[src/hw/rtl/gps_pkg.sv]
// ----------------------------------------------------------------------------
// gps_pkg
// Shared widths, register codes, item type and decay table function for the
// gaze point smoother.
// ----------------------------------------------------------------------------
package gps_pkg;

  localparam int COORD_FRAC_BITS = 16;
  localparam int COORD_W         = COORD_FRAC_BITS + 1;
  localparam logic [COORD_W-1:0] COORD_ONE = COORD_W'(1) << COORD_FRAC_BITS;
  localparam int TS_W            = 48;
  localparam int CFG_W           = 16;
  localparam int CFG_AW          = 2;
  localparam int IN_FIELDS_W     = 2 * COORD_W + TS_W;
  localparam int IN_TDATA_W      = ((IN_FIELDS_W + 7) / 8) * 8;
  localparam int OUT_FIELDS_W    = 2 * COORD_W;
  localparam int OUT_TDATA_W     = ((OUT_FIELDS_W + 7) / 8) * 8;
  localparam int WINDOW_DEF      = 5;
  localparam int MAX_STEP_MS_DEF = 100;
  localparam int QDEPTH          = 2;

  localparam logic [CFG_W-1:0] DEADBAND_RST   = 16'd262;
  localparam logic [CFG_W-1:0] STEP_BASE_RST  = 16'd1180;
  localparam logic [CFG_W-1:0] STEP_SLOPE_RST = 16'd9227;

  localparam logic [63:0] DECAY_Q32 = 64'd4269274647;
  localparam logic [63:0] HALF_Q32  = 64'd2147483648;

  typedef enum logic [CFG_AW-1:0] {
    CFG_DEADBAND   = 2'd0,
    CFG_STEP_BASE  = 2'd1,
    CFG_STEP_SLOPE = 2'd2
  } cfg_idx_t;

  typedef struct packed {
    logic               present;
    logic [COORD_W-1:0] x;
    logic [COORD_W-1:0] y;
    logic [TS_W-1:0]    ts;
  } gps_item_t;

  function automatic logic [31:0] alpha_at(input int k);
    logic [63:0] p;
    p = 64'd1 << 32;
    for (int i = 1; i <= k; i++) begin
      p = (p * DECAY_Q32 + HALF_Q32) >> 32;
    end
    return (k == 0) ? 32'd0 : 32'((64'd1 << 32) - p);
  endfunction

endpackage

[src/hw/rtl/gps_front.sv]
// ----------------------------------------------------------------------------
// gps_front
// Input side: unpacks a frame, saturates the raw point and queues the item.
// ----------------------------------------------------------------------------
module gps_front (
  input  logic                           in_tvalid,
  output logic                           in_tready,
  input  logic [gps_pkg::IN_TDATA_W-1:0] in_tdata,
  input  logic                           in_tuser,
  input  logic                           q_full,
  output logic                           q_push,
  output gps_pkg::gps_item_t             q_item
);
  import gps_pkg::*;

  logic [COORD_W-1:0] raw_x, raw_y;

  assign raw_x = in_tdata[COORD_W-1:0];
  assign raw_y = in_tdata[2*COORD_W-1:COORD_W];

  assign in_tready      = !q_full;
  assign q_push         = in_tvalid && !q_full;
  assign q_item.present = in_tuser;
  assign q_item.x       = (raw_x > COORD_ONE) ? COORD_ONE : raw_x;
  assign q_item.y       = (raw_y > COORD_ONE) ? COORD_ONE : raw_y;
  assign q_item.ts      = in_tdata[IN_FIELDS_W-1:2*COORD_W];

endmodule

[config.mk]
export PLATFORM = sky130hd
export DESIGN_NAME = gps_front
export DESIGN_NICKNAME = d
export VERILOG_FILES = /design/src/hw/rtl/gps_pkg.sv /design/src/hw/rtl/gps_front.sv
export SDC_FILE = /design/constraint.sdc
export NUM_CORES = 1
export LEC_CHECK = 0
export ABC_AREA = 1
export BUFFER_PORTS_ARGS = -buffer_cell sky130_fd_sc_hd__buf_2
export CORE_AREA = 2 2 69 71
export DETAILED_ROUTE_END_ITERATION = 12
export DIE_AREA = 0 0 71 73
export GPL_TIMING_DRIVEN = 0
export PLACE_DENSITY = 0.75
export REMOVE_ABC_BUFFERS = 1
export SLEW_MARGIN = 20
export SYNTH_ARGS = -nofsm -noshare
export SYNTH_HDL_FRONTEND = slang
export SYNTH_SLANG_ARGS = --single-unit
[constraint.sdc]
create_clock -name vclk -period 1.15
set_input_delay 0.23 -clock vclk [all_inputs]
set_output_delay 0.23 -clock vclk [all_outputs]
set_load 0.005 [all_outputs]
Yosys cells after proc, flatten, opt, wreduce, memory -nomap -nowiden:

Cells that the tools add are included.

* register bits after elaboration: 0
* input bits: 91
* output and inout port bits: 85
* word-level logic and storage cells: 6

* order comparisons: 2
* mux-type cells: 2
* reduce and logical (&&, ||, !) cells: 2

Operator list (number)
* 17-bit greater-than comparator, second input constant: 2
* 17-bit 2-to-1 mux: 2
* 1-bit logical AND: 1
* 1-bit logical NOT: 1

Longest topological paths before layout:

* depth after elaboration: 2
* mapped depth: 6
* gate-level depth less buffers: 5

Worst setup path after synthesis:

OpenSTA, ideal clock, no wires.

* path kind: input port to output port
* start point: input port in_tdata[27] (netlist bit)
* end point: output port q_item[48] (netlist bit)
* arrival time: 0.856 ns
* required time: 0.920 ns
* setup slack: 0.064 ns
* stages: 6
* buffers on the path: 1
* path through: nor2_1 nand2_1 nor2_2 nand2_2 buf_6 a21oi_2

RTL lines
* start, declared: line gps_front.sv:8 `input logic [gps_pkg::IN_TDATA_W-1:0] in_tdata,`
* end, declared: line gps_front.sv:12 `output gps_pkg::gps_item_t q_item`

==> reports/results.txt <==
DP Wirelength -> 5780 um
# fillers -> 492
hold depth -> 0
Critical Path End Type -> output port
DRT Pass-1 Iters -> 4
Largest stage delay, worst path -> 0.18 ns
Setup TNS Final -> -4.77 ns
worst path cell trace -> buf_2 > nor2_4 > nand2_2 > nor2_4 > nand2_4 > a21oi_2 > buf_2
Max-Cap Viols -> 0
nets -> 268
Clock Buffer Count -> 0
xor and xnor area share after synthesis -> 0%
Final period util -> 116%
RSZ-0062 raised after global routing -> yes
num ports -> 176
final hold viol count -> 0
CP Class -> in2out
crit path DAT -> 1.10 ns
PortBufs -> 72
Hold Path Class -> in2out
outcome -> complete, but fails checks
final setup vio count -> 32
Synth Area in Adders -> 0%
Vias per Instance -> 4.51
die footprint -> 5180 um2
Die X -> 71 um
pin count of the biggest net entering global routing -> 18
synth unique cells -> 11
violated checks -> negative setup slack
mux share of post-synthesis cell area -> 0%
Synth Area in Compound Gates -> 25.8%
n_diodes -> 0
simple-gate share of the synthesized area -> 14.4%
CP max-delay cell -> a21oi_2
GRT Total Usage -> 24.0%
grt total ovfl -> 0
initial core utilization -> 20.1%
top fanout value on the critical path -> 8
CP top delay family -> simple AND/OR/NAND/NOR gates
Layout Area Growth over Synthesis -> 45.0%
Final min period -> 1.33 ns
Setup WS post-layout -> -0.185 ns
critical path data required time -> 0.92 ns
Final Total Pwr -> 398 uW
gpl congestion -> 1.00
main combinational cell family by area after synthesis -> buffers and inverters
Die Y -> 73 um
ANT nets after route -> 0
WP buf/inv -> 2
Startpoint Class -> input port
row count -> 25
Hold Startpoint -> in_tdata[34]
antenna violations before repair -> 0
sequential area share after synthesis -> 0%
P per Cell Area -> 301 nW/um2
Avg WL per Cell -> 28.8 um
count of sequential standard cells -> 0
Cells after Synth -> 154
first-pass GRT wire length -> 8420 um
maximum VDD drop -> 0.0792 mV
Slew Limit Headroom -> 66.6%
FMAX -> 749 MHz
share of cells above drive strength 1 -> 78.3%
fin. max-slew vios -> 0
Hold Path Sink -> q_item[0]
total vias in the final route -> 1033
final wirelength -> 6590 um
synthesized area -> 912 um2
Worst Tran Pin Value -> 0.501 ns
Reg area -> 0 um2
Leak Pwr -> 0.000745 uW
synth warn -> 0
Avg Cell Area, Syn -> 5.92 um2
core box area -> 4540 um2
number of global-route vias before repair -> 978
DR iter-0 viols -> 30
number of remaining DRC errors -> 0
how the worst max path moves through the flow:
stage                            start  depth (start not counted)          to
after floorplan           in_tdata[27]                          5  q_item[50]
after global placement    in_tdata[10]                          7  q_item[70]
after detailed placement  in_tdata[10]                          7  q_item[70]
after CTS                 in_tdata[13]                          7  q_item[70]
after global routing       in_tdata[4]                          7  q_item[76]
final                     in_tdata[24]                          7  q_item[52]
report_power, final:
| part | internal (uW) | switching (uW) | leakage, uW | total [uW] |
|---|---|---|---|---|
| sequential | 0 | 0 | 0 | 0 |
| clock | 0 | 0 | 0 | 0 |
| combinational | 215 | 184 | 0.000745 | 398 |
cell usage in the layout, fill, tap and decap left out, drive strengths merged:
| master | synthesis | routed |
|---|---|---|
| nor2 | 21 | 21 |
| buf | 55 | 76 |
| nand2 | 10 | 12 |
| a21oi | 32 | 32 |
| inv | 34 | 34 |
repair_timing:
action                     CTS  global route
hold endpoints to repair     0             0
gates resized for setup     54            27
setup endpoints to repair   32            32
pin swaps                   34            22
gates cloned                 2             0
setup buffers                3             1
hold buffers                 0             0
cells in the mapped netlist:
master,count,share of area (%)
nand2_1,8,3.3
inv_1,34,14
clkbuf_1,2,0.82
nor2_2,4,2.7
a21oi_2,20,19
a21oi_1,12,6.6
buf_6,2,2.5
nor2_1,17,7.0
nand2_2,2,1.4
buf_4,49,40
buf_2,4,2.2
per-layer routing:
layer,share of wire [%],wire (um),global-route usage [%],up-vias
met3,30,1960,33.4,10
met5,1.0,66,9.09,-
li1,-,-,-,452
met2,48,3130,41.5,142
met1,19,1260,13.0,427
met4,2.6,174,5.03,2
logic make-up after synthesis:
logic type | Yosys count
AOI/OAI and AO/OA | 32
and+or+nand+nor | 31
buffers and inverters | 91
metrics by stage:
stage               cells  hold WS [ns]  setup WS (ns)  cell area [um2]  utilization, %
floorplan              97         0.460         0.0257              494               -
global placement      223         0.460         -0.365              922            20.3
detailed placement    223         0.460         -0.359              922            20.3
CTS                   228         0.460         -0.188             1220            26.8
global route          229         0.460         -0.241             1320            29.2
finish                229         0.460         -0.185             1320            29.2
cell type report:
type,instances,area [um2],area share [%]
inverters,34,128,9.65
multi-input cells,65,562,42.5
well taps,54,67.6,5.11
repair buffers,76,566,42.8
Note: power is estimated with default switching activity, not from simulation.
