==> src/hw/rtl/gps_pkg.sv <==
// ----------------------------------------------------------------------------
// gps_pkg
// Shared widths, register codes, item type and decay table function for the
// gaze point smoother.
// ----------------------------------------------------------------------------
package gps_pkg;

  localparam int COORD_FRAC_BITS = 16;
  localparam int COORD_W         = COORD_FRAC_BITS + 1;
  localparam logic [COORD_W-1:0] COORD_ONE = COORD_W'(1) << COORD_FRAC_BITS;
  localparam int TS_W            = 48;
  localparam int CFG_W           = 16;
  localparam int CFG_AW          = 2;
  localparam int IN_FIELDS_W     = 2 * COORD_W + TS_W;
  localparam int IN_TDATA_W      = ((IN_FIELDS_W + 7) / 8) * 8;
  localparam int OUT_FIELDS_W    = 2 * COORD_W;
  localparam int OUT_TDATA_W     = ((OUT_FIELDS_W + 7) / 8) * 8;
  localparam int WINDOW_DEF      = 5;
  localparam int MAX_STEP_MS_DEF = 100;
  localparam int QDEPTH          = 2;

  localparam logic [CFG_W-1:0] DEADBAND_RST   = 16'd262;
  localparam logic [CFG_W-1:0] STEP_BASE_RST  = 16'd1180;
  localparam logic [CFG_W-1:0] STEP_SLOPE_RST = 16'd9227;

  localparam logic [63:0] DECAY_Q32 = 64'd4269274647;
  localparam logic [63:0] HALF_Q32  = 64'd2147483648;

  typedef enum logic [CFG_AW-1:0] {
    CFG_DEADBAND   = 2'd0,
    CFG_STEP_BASE  = 2'd1,
    CFG_STEP_SLOPE = 2'd2
  } cfg_idx_t;

  typedef struct packed {
    logic               present;
    logic [COORD_W-1:0] x;
    logic [COORD_W-1:0] y;
    logic [TS_W-1:0]    ts;
  } gps_item_t;

  function automatic logic [31:0] alpha_at(input int k);
    logic [63:0] p;
    p = 64'd1 << 32;
    for (int i = 1; i <= k; i++) begin
      p = (p * DECAY_Q32 + HALF_Q32) >> 32;
    end
    return (k == 0) ? 32'd0 : 32'((64'd1 << 32) - p);
  endfunction

endpackage

==> src/hw/rtl/gps_fifo.sv <==
// ----------------------------------------------------------------------------
// gps_fifo
// Short item queue between the front and the back of the smoother.
// ----------------------------------------------------------------------------
module gps_fifo (
  input  logic              clk,
  input  logic              rst_n,
  input  logic              push,
  input  gps_pkg::gps_item_t push_item,
  output logic              full,
  output logic              pop_valid,
  input  logic              pop,
  output gps_pkg::gps_item_t pop_item
);
  import gps_pkg::*;

  localparam int PW = (QDEPTH > 1) ? $clog2(QDEPTH) : 1;
  localparam int CW = $clog2(QDEPTH + 1);

  gps_item_t         mem_r [QDEPTH];
  logic [PW-1:0]     wr_ptr_r, wr_ptr_nxt;
  logic [PW-1:0]     rd_ptr_r, rd_ptr_nxt;
  logic [CW-1:0]     cnt_r, cnt_nxt;
  logic              do_push, do_pop;

  assign full      = (cnt_r == CW'(QDEPTH));
  assign pop_valid = (cnt_r != '0);
  assign pop_item  = mem_r[rd_ptr_r];
  assign do_push   = push && !full;
  assign do_pop    = pop && pop_valid;

  always_comb begin
    wr_ptr_nxt = wr_ptr_r;
    rd_ptr_nxt = rd_ptr_r;
    cnt_nxt    = cnt_r;
    if (do_push) begin
      wr_ptr_nxt = (wr_ptr_r == PW'(QDEPTH - 1)) ? '0 : wr_ptr_r + PW'(1);
    end
    if (do_pop) begin
      rd_ptr_nxt = (rd_ptr_r == PW'(QDEPTH - 1)) ? '0 : rd_ptr_r + PW'(1);
    end
    if (do_push && !do_pop) begin
      cnt_nxt = cnt_r + CW'(1);
    end else if (do_pop && !do_push) begin
      cnt_nxt = cnt_r - CW'(1);
    end
  end

  always_ff @(posedge clk) begin
    if (!rst_n) begin
      wr_ptr_r <= '0;
      rd_ptr_r <= '0;
      cnt_r    <= '0;
    end else begin
      wr_ptr_r <= wr_ptr_nxt;
      rd_ptr_r <= rd_ptr_nxt;
      cnt_r    <= cnt_nxt;
    end
  end

  always_ff @(posedge clk) begin
    if (do_push) begin
      mem_r[wr_ptr_r] <= push_item;
    end
  end

endmodule

==> config.mk <==
export PLATFORM = sky130hd
export DESIGN_NAME = gps_fifo
export DESIGN_NICKNAME = d
export VERILOG_FILES = /design/src/hw/rtl/gps_pkg.sv /design/src/hw/rtl/gps_fifo.sv
export SDC_FILE = /design/constraint.sdc
export NUM_CORES = 1
export LEC_CHECK = 0
export ABC_CLOCK_PERIOD_IN_PS = 4800
export BUFFER_PORTS_ARGS = -buffer_cell sky130_fd_sc_hd__buf_2
export CAP_MARGIN = 10
export CORE_MARGIN = 4
export CORE_UTILIZATION = 40
export DETAILED_ROUTE_END_ITERATION = 8
export MAX_ROUTING_LAYER = met4
export PLACE_DENSITY_LB_ADDON = 0.25
export SYNTH_ARGS = -nofsm -noshare
export SYNTH_HDL_FRONTEND = slang
export SYNTH_SLANG_ARGS = --single-unit
==> constraint.sdc <==
create_clock -name clk -period 4.8 [get_ports clk]
set_input_delay 0.72 -clock clk [delete_from_list [all_inputs] [get_ports clk]]
set_output_delay 0.72 -clock clk [all_outputs]
set_load 0.1 [all_outputs]
; ---- Yosys cells after proc, flatten, opt, wreduce, memory -nomap -nowiden
; Memory sizes are Yosys's and may differ from the RTL's. A register that Yosys moved wholly into a read port is not among the register bits.
; Index checks and enable logic that the tools add are counted.
[word_totals]
register_bits = 4
n_memories = 1
in_bits = 87
ramBits = 166
rom_bits = 0
latchBits = 0
[memory_table]
columns = memory, words, width, rd, rd_ports_with_merged_regs, write_ports, line
row1 = mem_r, 2, 83, 1, 1, 1, gps_fifo.sv:20  ; gps_item_t mem_r [QDEPTH];
[op_classes]
n_addsub = 4
muxes = 8
n_div = 0
eq_ne = 1
mul = 0
reduce_logical = 9
magnitude_cmp = 0
n_shift = 0
n_bitwise = 0
[ops]
columns = cell, count
row1 = 2-to-1 mux 1 bit, 6
row2 = logical AND 1 bit, 4
row3 = 2-to-1 mux 2 bit, 2
row4 = nonzero test 2 bit, 2
row5 = zero test 1 bit, 3
row6 = "adder 1 bit, second input constant", 2
row7 = "adder 2 x 1 -> 2 bit, second input constant", 1
row8 = "equality test 2 bit, second input constant", 1
row9 = "subtractor 2 x 1 -> 2 bit, second input constant", 1

; ---- Logic depth before layout (Yosys ltp)
[logic_depth]
depth_word = 7
mapped_depth = 7
mapped_depth_nobuf = 7

; ---- Worst setup path before layout
; Ideal clock, no wire load.
[synth_timing]
path_kind = input -> register
from = input push
to = memory mem_r[0][0] (netlist name), enable pin
path_buffers = 0
arrival_time_ns = 4.028
setup_slack_ns = 0.261
setup_time_ns = 0.511
stages = 2
cell_sequence = inv_1 nor3_2
[synth_between]
elab_chain_cells = 3
[synth_rtl]
columns = element, line
row1 = from (decl), gps_fifo.sv:8  ; input logic push,
row2 = logical AND 1 bit, gps_fifo.sv:29  ; assign do_push = push && !full;
row3 = 2-to-1 mux 1 bit, gps_fifo.sv:62  ; if (do_push) begin
row4 = 2-to-1 mux 1 bit (not written as such), gps_fifo.sv:63  ; mem_r[wr_ptr_r] <= push_item;
row5 = to (decl), gps_fifo.sv:20
; Every way passes these cells.

==> impl_metrics.yaml <==
timing:
  timing.setup.tns_ns: 0
  setup-violations-final: 0
  finalWorstPathRequiredPeriod_ns: 3.009
  final.period_utilization_pct: 62.69
  final.setup.worst_slack_ns: 1.791
  maxSlewViolCount: 0
  timing.max_slew.rel_slack_pct: 23.61
  timing.clock.skew_ns: 0.006209
  fmaxAchievable_ghz: 0.3323
  final-hold-violation-count: 0
  pin_slew_with_the_least_headroom_to_its_limit_ns: 1.146
  rsz0062_at_grt: "no"
setup_path:
  critical_path.reg2reg.startpoint: "cnt_r[0]"
  cp_data_arrival_time_ns: 2.29
  crit_chain: "mux2_2, buf_2"
  worst_path_max_delay_cell: "dfxtp_4"
  crit_path_max_fanout: 83
  worst-endpoint-required_ns: 4.08
  timing.critical_path.slowest_cell_delay_ns: 1.11
  start_to_end_type_of_the_worst_setup_path: "flop to output port"
  worst_setup_path_start_kind: "flop"
  worstSetupEndpointType: "output port"
  reg2regPathDepth: 3
worst_hold_path:
  timing.hold.worst.class: "primary input to flop"
  number_of_cells_traversed_by_the_worst_hold_path: 1
  min-delay-start: "push_item[74]"
detailed_routing:
  via_count: 3180
  drt_pass_1_iters: 4
  drc: 0
  ant_nets: 0
  via_per_inst: 4.609
  routed_wire_length_per_instance_um: 16.06
  drt_wl_total_um: 11080
  dr.first_iter.drc_count: 115
cells_and_area:
  post_layout_nonfiller_instances: 690
  finish.net_count: 554
  syn2layout_area_growth_pct: 26.26
  antenna_cells: 0
  layout-drive-gt1-share_pct: 45.30
  fin_util_pct: 51.69
yosys:
  synthTopCellsByArea: "edfxtp_1, mux2_1, mux2_2, dfxtp_1, buf_6"
  post_synth.cell_area_avg_um2: 22.08
  post_synth_inst_count: 283
  synth-seq-area-share_pct: 81.39
  yosys_warnings: 0
  synthesis.nets: 371
  synthesis.area_um2: 6247
  synth_largest_area_cell: "edfxtp_1"
  synth.top_cell.area_share_pct: 79.79
  yosysUniqueCellTypes: 24
  yosys_register_bits: 171
clock_network:
  cts_sinks: 171
  post_cts.resized_instances: 0
  cts_tree: "done"
  ctsHtreeMaxLevel: 4
  clkLatencyLatePin_ns: 0.41
  tritoncts.num_buffers: 17
  clk_pin_slew_ns: 0.06
  clock_tree.buffer_depth: 2
  cts_setup_buffers: 0
  cts_root_buf: "clkbuf_16"
  cts_hold_repair.buffers: 0
floorplanning:
  fp.dieH_um: 133.0
  row_count: 45
  dieArea_um2: 17680
  num_io_pins: 172
  core_um2: 15260
  dieWidth_um: 133.0
  floorplan.initialDensity_pct: 40.94
outcome:
  outcome: "completed"
global_routing:
  grt_util_all_layers_pct: 13.63
  grt_antenna_before_repair: 0
  wire_length_of_the_first_global_routing_pass_um: 17950
  grt_max_degree: 85
  globalRouteOverflowTotal: 0
  first_global_vias: 3548
run:
  maxCapViolCount: 0
placement:
  post-place-cells: 658
  preCtsSetupSlack_ns: 2.135
  dp.final_hpwl_um: 6957
  gpl.final_weighted_congestion: 0.7037
  io_buffer_count: 171
==> per-stage QoR <==
stage | hold WS [ns] | instance area [um^2]
floorplan | 0.4785 | 6247
global placement | 0.4958 | 7306
detailed placement | 0.5281 | 7306
CTS | 0.4717 | 7888
global route | 0.4711 | 7888
finish | 0.4942 | 7888
==> layer usage <==
metal / part of all wire [%] / GRT usage [%] / up-vias
li1: - / - / 1486
met4: 1.5 / 5.716 / 0
met3: 8.4 / 4.791 / 13
met5: 0 / - / -
met1: 41 / 15.50 / 1567
met2: 50 / 21.98 / 114
==> cells in the mapped netlist <==
library cell / count
mux2_2: 13
or2_2: 1
buf_6: 7
edfxtp_1: 166
inv_1: 1
mux2_1: 70
and3_1: 1
o21ai_0: 1
o21a_1: 1
dfxtp_1: 5
ha_1: 1
and2_1: 3
nand2b_1: 1
xnor2_1: 2
or3_1: 1
nor3_2: 1
a21boi_1: 1
buf_2: 1
a21boi_0: 1
o21ai_1: 1
xor2_1: 1
nor2_1: 1
inv_2: 1
buf_4: 1
==> area by class of cell <==
cell class	instances	area [um^2]
multi-input cells	101	1075
fillers	1273	7371
repair buffers	173	870.8
clock buffers	17	425.4
well taps	211	264.0
clock inverters	15	156.4
flip-flops and latches	171	5089
inverters	2	7.507
==> cell usage in the layout, fill, tap and decap left out, drive strengths merged <==
| cell type | instances |
|---|---|
| clkinvlp | 1 |
| edfxtp | 166 |
| mux2 | 83 |
| o21a | 1 |
| and3 | 1 |
| buf | 173 |
| o21ai | 2 |
| bufinv | 3 |
| inv | 2 |
| xnor2 | 2 |
| clkinv | 11 |
| nand2b | 1 |
| clkbuf | 17 |
| nor3 | 1 |
| ha | 1 |
| or3 | 1 |
| xor2 | 1 |
| and2 | 3 |
| dfxtp | 5 |
| or2 | 1 |
| nor2 | 1 |
| a21boi | 2 |
==> cells by family (layout without fill, tap and decap cells) <==
logic type	after synthesis	in the layout	synth area share (%)
AOI/OAI and AO/OA	5	5	0.5207
xor gates and xnor gates	3	3	0.4207
adders and majority gates	1	1	0.2002
buffers and inverters	11	207	1.582
DFF	171	171	81.39
muxes	83	83	14.96
and+or+nand+nor	9	9	0.9215
==> worst max-delay path: cells and delay by family, from the launching register on <==
family | cells | cell delay (ns)
muxes | 1 | 0.32
DFF | 1 | 1.11
buffers and inverters | 1 | 0.42
==> registers in the layout, summed over array words and instances (netlist names), named ones only <==
signal,cells
mem_r,166
cnt_r,2
rd_ptr_r,1
wr_ptr_r,1
==> worst paths after layout <==
check	to	slack, ns
worst max-delay path	pop_item[60]	1.79
worst min register to register	cnt_r[1]	0.53
worst max register to register	mem_r[1][3]	2.57
worst min-delay path	mem_r[1][74]	0.49
Power is left out: the tool's default activity adds up to more than one toggle a clock period on the data nets, which glitch-free logic cannot reach.
